[config.mk]
export PLATFORM = sky130hd
export DESIGN_NAME = fraction_lowest_terms_top
export DESIGN_NICKNAME = d
export VERILOG_FILES = /design/src/rtl/flt_pkg.sv /design/src/rtl/fraction_lowest_terms_top.sv
export VERILOG_INCLUDE_DIRS = /design/src /design/src/rtl
export SDC_FILE = /design/constraint.sdc
export NUM_CORES = 1
export LEC_CHECK = 0
export ABC_AREA = 1
export BUFFER_PORTS_ARGS = -buffer_cell sky130_fd_sc_hd__buf_2
export CORE_AREA = 2 2 218 220
export DETAILED_ROUTE_END_ITERATION = 10
export DIE_AREA = 0 0 220 222
export GPL_TIMING_DRIVEN = 0
export PLACE_DENSITY = 0.71
export SLEW_MARGIN = 10
export SYNTH_ARGS = -nofsm -noshare
export SYNTH_HDL_FRONTEND = slang
export SYNTH_SLANG_ARGS = --single-unit
[constraint.sdc]
create_clock -name clk -period 8.15 [get_ports clk]
set_clock_uncertainty 0.05 [all_clocks]
set_input_delay 0.815 -clock clk [delete_from_list [all_inputs] [get_ports clk]]
set_output_delay 0.815 -clock clk [all_outputs]
set_load 0.02 [all_outputs]
[src/rtl/fraction_lowest_terms_top_assert.svh]
// ----------------------------------------------------------------------------
// Assertion macros for the fraction reduction block
// Implication checks, same-cycle and next-cycle, with synchronous reset.
// ----------------------------------------------------------------------------
`ifndef FRACTION_LOWEST_TERMS_TOP_ASSERT_SVH
`define FRACTION_LOWEST_TERMS_TOP_ASSERT_SVH

`ifndef SYNTHESIS

`define FLT_ASSERT_IMPLY(lbl, clk_s, rst_s, ante, cons) \
  lbl: assert property (@(posedge clk_s) disable iff (rst_s) (ante) |-> (cons)) \
    else $error("same-cycle check failed");

`define FLT_ASSERT_NEXT(lbl, clk_s, rst_s, ante, cons) \
  lbl: assert property (@(posedge clk_s) disable iff (rst_s) (ante) |=> (cons)) \
    else $error("next-cycle check failed");

`else

`define FLT_ASSERT_IMPLY(lbl, clk_s, rst_s, ante, cons)

`define FLT_ASSERT_NEXT(lbl, clk_s, rst_s, ante, cons)

`endif

`endif

[src/rtl/flt_pkg.sv]
// ----------------------------------------------------------------------------
// flt_pkg
// Types, word formats and the control store of the fraction reduction block.
// ----------------------------------------------------------------------------
`default_nettype none

package flt_pkg;

  localparam int DATA_WIDTH = 32;
  localparam int CNT_W      = $clog2(DATA_WIDTH);
  localparam int STEP_W     = 3;

  typedef logic [DATA_WIDTH-1:0] flt_mag_t;
  typedef logic [CNT_W-1:0]      flt_cnt_t;
  typedef logic [STEP_W-1:0]     flt_step_t;

  typedef struct packed {
    logic signed [DATA_WIDTH-1:0] top_value;
    logic signed [DATA_WIDTH-1:0] bottom_value;
  } flt_in_t;

  typedef struct packed {
    logic                  is_negative;
    logic [DATA_WIDTH-1:0] reduced_top;
    logic [DATA_WIDTH-1:0] reduced_bottom;
    logic [DATA_WIDTH-1:0] common_divisor;
  } flt_out_t;

  typedef enum logic [2:0] {
    OP_LOAD,
    OP_GCD_TEST,
    OP_DIV_ITER,
    OP_QUOT_START,
    OP_EMIT
  } flt_op_t;

  typedef enum logic {
    SRC_TOP,
    SRC_BOT
  } flt_src_t;

  typedef enum logic [1:0] {
    DST_REM,
    DST_TOP,
    DST_BOT
  } flt_dst_t;

  typedef struct packed {
    flt_op_t   op;
    flt_src_t  src;
    flt_dst_t  dst;
    flt_step_t tgt;
  } flt_uword_t;

  localparam flt_step_t STEP_LOAD = 3'd0;
  localparam flt_step_t STEP_TEST = 3'd1;
  localparam flt_step_t STEP_REM  = 3'd2;
  localparam flt_step_t STEP_QTOP = 3'd3;
  localparam flt_step_t STEP_DTOP = 3'd4;
  localparam flt_step_t STEP_QBOT = 3'd5;
  localparam flt_step_t STEP_DBOT = 3'd6;
  localparam flt_step_t STEP_EMIT = 3'd7;

  function automatic flt_uword_t flt_ucode(input flt_step_t step);
    flt_uword_t uw;
    case (step)
      STEP_LOAD: uw = '{op: OP_LOAD,       src: SRC_TOP, dst: DST_REM, tgt: STEP_TEST};
      STEP_TEST: uw = '{op: OP_GCD_TEST,   src: SRC_TOP, dst: DST_REM, tgt: STEP_QTOP};
      STEP_REM:  uw = '{op: OP_DIV_ITER,   src: SRC_TOP, dst: DST_REM, tgt: STEP_TEST};
      STEP_QTOP: uw = '{op: OP_QUOT_START, src: SRC_TOP, dst: DST_TOP, tgt: STEP_EMIT};
      STEP_DTOP: uw = '{op: OP_DIV_ITER,   src: SRC_TOP, dst: DST_TOP, tgt: STEP_QBOT};
      STEP_QBOT: uw = '{op: OP_QUOT_START, src: SRC_BOT, dst: DST_BOT, tgt: STEP_EMIT};
      STEP_DBOT: uw = '{op: OP_DIV_ITER,   src: SRC_BOT, dst: DST_BOT, tgt: STEP_EMIT};
      default:   uw = '{op: OP_EMIT,       src: SRC_TOP, dst: DST_REM, tgt: STEP_LOAD};
    endcase
    return uw;
  endfunction

endpackage

`default_nettype wire

[src/rtl/fraction_lowest_terms_top.sv]
// ----------------------------------------------------------------------------
// fraction_lowest_terms_top
// Reduces a signed fraction to lowest terms with Euclid's remainder method.
// ----------------------------------------------------------------------------
// Input channel in_valid/in_ready carries one word per fraction: signed
// numerator and denominator. Output channel out_valid/out_ready returns one
// word per fraction: sign, reduced magnitudes and the common divisor.
// A small control store steps a datapath built around one restoring divider
// that produces one quotient bit per cycle; it serves both the remainder
// rounds of the divisor search and the two final divisions.
// The time from input acceptance to out_valid grows with the number of
// remainder rounds (0 up to 43 for 32-bit values); the early-exit cases
// (a zero, a one or equal magnitudes) skip the rounds, and two zero inputs
// also skip the final divisions. One fraction is in work at a time; the next
// word can be taken in the cycle after a result enters the output register.
// The output register holds a result while the receiver stalls; the block
// finishes the next fraction meanwhile and holds at its final step until the
// register frees. Synchronous reset returns the sequencer to its load step
// and empties the output register.
// ----------------------------------------------------------------------------
`default_nettype none

`include "fraction_lowest_terms_top_assert.svh"

module fraction_lowest_terms_top
  import flt_pkg::*;
(
  input  wire logic     clk,
  input  wire logic     rst,
  input  wire logic     in_valid,
  output logic          in_ready,
  input  wire flt_in_t  in_word,
  output logic          out_valid,
  input  wire logic     out_ready,
  output flt_out_t      out_word
);

  flt_step_t  step;
  flt_uword_t uw;

  logic     neg;
  flt_mag_t ma, mb, x, y, g, rt, rb;
  logic     rem_to_x;
  flt_mag_t dnum, drem, dden;
  flt_cnt_t dcnt;

  flt_mag_t                in_top_mag, in_bot_mag;
  logic [DATA_WIDTH:0]     shifted, diff;
  logic                    qbit;
  flt_mag_t                dnum_next, drem_next;
  logic                    out_free;

  assign uw       = flt_ucode(step);
  assign in_ready = (uw.op == OP_LOAD);
  assign out_free = !out_valid || out_ready;

  assign in_top_mag = in_word.top_value[DATA_WIDTH-1]
                    ? flt_mag_t'('0) - flt_mag_t'(in_word.top_value)
                    : flt_mag_t'(in_word.top_value);
  assign in_bot_mag = in_word.bottom_value[DATA_WIDTH-1]
                    ? flt_mag_t'('0) - flt_mag_t'(in_word.bottom_value)
                    : flt_mag_t'(in_word.bottom_value);

  always_comb begin
    shifted   = {drem, dnum[DATA_WIDTH-1]};
    diff      = shifted - {1'b0, dden};
    qbit      = !diff[DATA_WIDTH];
    drem_next = qbit ? diff[DATA_WIDTH-1:0] : shifted[DATA_WIDTH-1:0];
    dnum_next = {dnum[DATA_WIDTH-2:0], qbit};
  end

  always_ff @(posedge clk) begin
    if (rst) begin
      step      <= STEP_LOAD;
      out_valid <= 1'b0;
    end else begin
      if (uw.op == OP_EMIT && out_free) begin
        out_valid <= 1'b1;
      end else if (out_ready) begin
        out_valid <= 1'b0;
      end
      unique case (uw.op)
        OP_LOAD: begin
          if (in_valid) begin
            neg  <= in_word.top_value[DATA_WIDTH-1] ^ in_word.bottom_value[DATA_WIDTH-1];
            ma   <= in_top_mag;
            mb   <= in_bot_mag;
            x    <= in_top_mag;
            y    <= in_bot_mag;
            step <= uw.tgt;
          end
        end
        OP_GCD_TEST: begin
          if (x == '0) begin
            g    <= y;
            step <= uw.tgt;
          end else if (y == '0) begin
            g    <= x;
            step <= uw.tgt;
          end else if (x == flt_mag_t'(1) || y == flt_mag_t'(1)) begin
            g    <= flt_mag_t'(1);
            step <= uw.tgt;
          end else if (x == y) begin
            g    <= x;
            step <= uw.tgt;
          end else begin
            rem_to_x <= (x > y);
            dnum     <= (x > y) ? x : y;
            dden     <= (x > y) ? y : x;
            drem     <= '0;
            dcnt     <= flt_cnt_t'(DATA_WIDTH - 1);
            step     <= step + flt_step_t'(1);
          end
        end
        OP_DIV_ITER: begin
          dnum <= dnum_next;
          drem <= drem_next;
          dcnt <= dcnt - flt_cnt_t'(1);
          if (dcnt == '0) begin
            case (uw.dst)
              DST_REM: begin
                if (rem_to_x) begin
                  x <= drem_next;
                end else begin
                  y <= drem_next;
                end
              end
              DST_TOP: rt <= dnum_next;
              default: rb <= dnum_next;
            endcase
            step <= uw.tgt;
          end
        end
        OP_QUOT_START: begin
          if (g == '0) begin
            rt   <= ma;
            rb   <= mb;
            step <= uw.tgt;
          end else begin
            dnum <= (uw.src == SRC_TOP) ? ma : mb;
            dden <= g;
            drem <= '0;
            dcnt <= flt_cnt_t'(DATA_WIDTH - 1);
            step <= step + flt_step_t'(1);
          end
        end
        OP_EMIT: begin
          if (out_free) begin
            out_word.is_negative    <= neg;
            out_word.reduced_top    <= rt;
            out_word.reduced_bottom <= rb;
            out_word.common_divisor <= g;
            step                    <= uw.tgt;
          end
        end
        default: step <= STEP_LOAD;
      endcase
    end
  end

  `FLT_ASSERT_IMPLY(a_div_nonzero, clk, rst, uw.op == OP_DIV_ITER, dden != '0)
  `FLT_ASSERT_NEXT(a_load_to_test, clk, rst, in_valid && in_ready, step == STEP_TEST)
  `FLT_ASSERT_IMPLY(a_zero_gcd_zero_terms, clk, rst,
                    out_valid && out_word.common_divisor == '0,
                    out_word.reduced_top == '0 && out_word.reduced_bottom == '0)

endmodule

`default_nettype wire
==> impl_metrics.py <==
metrics = {
    "status": {
        "status": "completed",
    },
    "yosys": {
        "synth_edf_count": 424,
        "ys_ff_latch": 428,
        "synth.largest_area_cell": "edfxtp_1",
        "ys.flop_type": "edfxtp_1",
        "ys_warn_count": 0,
        "async_reset_ff_share_pct": 0,
        "synthCells": 2632,
        "yosysTopAreaCellShare_pct": 54.3,
        "avgSynthCellArea_um2": 8.91,
        "syn-cell-area_um2": 23400,
        "seq_area_frac_synth_pct": 54.6,
        "syn-num-nets": 2773,
        "ys_types": 48,
        "synth.area.top_cells": "edfxtp_1, nand2_1, inv_1",
    },
    "die": {
        "num_rows": 79,
        "core_um2": 46300,
        "io-pin-count": 167,
        "die_area_um2": 48800,
        "die_h_um": 222,
        "start_util_pct": 50.7,
        "die_w_um": 220,
    },
    "sta": {
        "period_minus_slack_ns": 3.99,
        "max_slew.worst_pin.slew_ns": 0.918,
        "relSlewSlack_pct": 38.8,
        "holdWs_ns": 0.369,
        "drv_slew": 0,
        "grt_setup_unrepaired": "no",
        "finalSetupViolCount": 0,
        "hold_viol_final": 0,
        "max_freq_mhz": 251,
        "period_share_pct": 48.9,
    },
    "clocking": {
        "cts.sinks": 428,
        "cts_tree": "built",
        "cts.clk_slew.worst_paths_ns": 0.06,
        "post_cts_buffers": 0,
        "hold_buffers": 0,
        "clk_path_buf_depth": 3,
        "clockRootBuffer": "clkbuf_16",
        "clk_latency_ns": 0.62,
        "cts-buffers-inserted": 47,
        "htreeDepth": 2,
        "cts_resized": 0,
    },
    "worst_setup_path": {
        "path_cells": "inv_1 -> ha_1 -> o21ai_2 -> o211ai_1 -> nor2_2 -> nor2_4 -> o21ai_1 -> nand4_1 -> a21oi_4 -> buf_16",
        "cp.arrival_ns": 4.25,
        "crit_path_end_kind": "flop",
        "critPathKind": "flop to flop",
        "critPathRequiredTime_ns": 8.42,
        "critPathLaunchType": "flop",
        "critPathMaxFanout": 17,
        "worst_path_max_delay_cell": "a21oi_4",
        "max_stage_delay_ns": 0.64,
    },
    "global_route": {
        "grt_util_all_layers_pct": 31.1,
        "grt_overflow": 0,
        "grt_pass1_wl_um": 112000,
        "antenna_found_initial": 1,
        "grt_pass1_vias": 18900,
        "grt_start_max_net_pins": 22,
    },
    "power_and_ir_drop": {
        "peakVddDrop_mv": 0.201,
        "power.total_w": 0.0116,
        "leakagePower_nw": 12.2,
        "p_per_area_nw_per_um2": 430,
    },
    "placed_design": {
        "placed_area_um2": 25500,
        "hpwl_um": 60300,
        "gp_congestion": 1.03,
        "port_buffers": 164,
    },
    "finish": {
        "syn2layout_area_growth_pct": 15.2,
        "nFillCells": 4058,
        "fin_nets": 3014,
        "antennaDiodeCount": 0,
        "design_area_um2": 27000,
        "layout-drive-gt1-share_pct": 12.8,
    },
    "route": {
        "first_iter_violations": 2412,
        "drc_errors": 0,
        "routed_wl_um": 76200,
        "firstDrtPassIters": 8,
        "drtAntennaViolNets": 0,
        "via_per_inst": 5.64,
        "vias": 19800,
        "wire_per_inst_um": 21.7,
    },
    "job": {
        "max_cap_violations": 0,
    },
    "worst_hold_path": {
        "hold_path.class": "flop to flop",
    },
}
==> metal layers <==
layer	share of wire, %	wire length [µm]	vias to the layer above	track usage, %
met5	0	0	-	0
li1	-	-	9201	-
met3	9.7	7360	196	5.35
met2	44	33400	1113	46.5
met4	5.3	4010	0	14.9
met1	41	31500	9323	43.8
==> through the flow <==
step,util [%],instances,setup WS [ns],setup TNS [ns]
6_report,58.4,3519,4.16,0
5_1_grt,58.4,3519,3.98,0
4_1_cts,58.4,3519,4.24,0
3_5_place_dp,55.1,3431,4.31,0
3_3_place_gp,54.1,3403,-3.59,-438.52
2_1_floorplan,-,2632,0.0619,0
==> worst max-delay path: cells and delay by family, from the launching register on <==
family / cells / cell delay, ns
AO/OA/AOI/OAI: 4 / 1.60
buffers and inverters: 2 / 0.34
AND/OR/NAND/NOR: 3 / 1.06
adder cells (fa/ha/maj): 1 / 0.24
flip-flops: 1 / 0.39
==> synthesized netlist by cell type, types with 2 or more instances <==
cell type,instances
nand2_1,782
edfxtp_1,424
inv_1,395
nand3_1,236
nor2_1,176
o21ai_0,111
ha_1,72
xor2_1,55
a21oi_1,54
nor3_1,33
clkbuf_1,32
a22o_1,31
buf_2,31
nand4_1,31
o22ai_1,31
nand3_2,20
nand2_2,16
buf_1,14
xnor2_1,11
nand3b_1,10
nor2_2,7
o21ai_1,6
o211ai_1,5
o21bai_1,5
a31oi_1,4
buf_4,4
dfxtp_1,4
inv_2,4
and2_1,3
a211oi_1,2
and3_1,2
buf_6,2
nand2_8,2
nand3_4,2
o21ai_2,2
==> power by group <==
group / switching (W) / internal, W
logic: 0.00403 / 0.00169
registers: 0.000265 / 0.00353
clock network: 0.000950 / 0.00116
total: 0.00524 / 0.00638
==> cell usage in the layout, fill, tap and decap left out, drive strengths merged, types with 32 or more instances in the layout <==
cell type	n
nand2	801
edfxtp	424
inv	402
nand3	258
buf	244
nor2	184
o21ai	119
clkbuf	87
ha	72
xor2	55
a21oi	55
nor3	35
nand4	32
==> layout make-up <==
| class | count | area, µm² | share of cell area (%) |
|---|---|---|---|
| Sequential cell | 428 | 12800 | 47.4 |
| Tap cell | 607 | 759 | 2.81 |
| Multi-Input combinational cell | 1721 | 8820 | 32.7 |
| Clock inverter | 33 | 288 | 1.07 |
| Clock buffer | 55 | 1230 | 4.54 |
| Timing Repair Buffer | 192 | 1210 | 4.49 |
| Inverter | 399 | 1500 | 5.54 |
| Buffer | 84 | 400 | 1.48 |
==> kinds of logic (layout without fill, tap and decap cells) <==
kind of cell | after synthesis | in the layout | share of synthesized area [%]
AND/OR/NAND/NOR | 1326 | 1326 | 24.5
buffers and inverters | 483 | 763 | 8.09
flip-flops | 428 | 428 | 54.6
AO/OA/AOI/OAI | 256 | 256 | 6.40
adder cells (fa/ha/maj) | 73 | 73 | 3.93
XOR/XNOR | 66 | 66 | 2.47
==> sequential cells by signal, indices dropped and copies added (netlist names), 32 cells and up <==
register	cells
dden	32
dnum	32
drem	32
g	32
ma	32
mb	32
out_word	97
rb	32
rt	32
x	32
y	32
==> final timing paths <==
kind	from	endpoint	slack, ns	cells past startpoint
worst max-delay path	step[0]	rb[5]	4.16	10
worst min-delay path	rb[11]	out_word[43]	0.37	0
worst max register to register	step[0]	rb[5]	4.16	10
worst min register to register	rb[11]	out_word[43]	0.37	0
No activity file was read; power rests on OpenSTA's default activity.
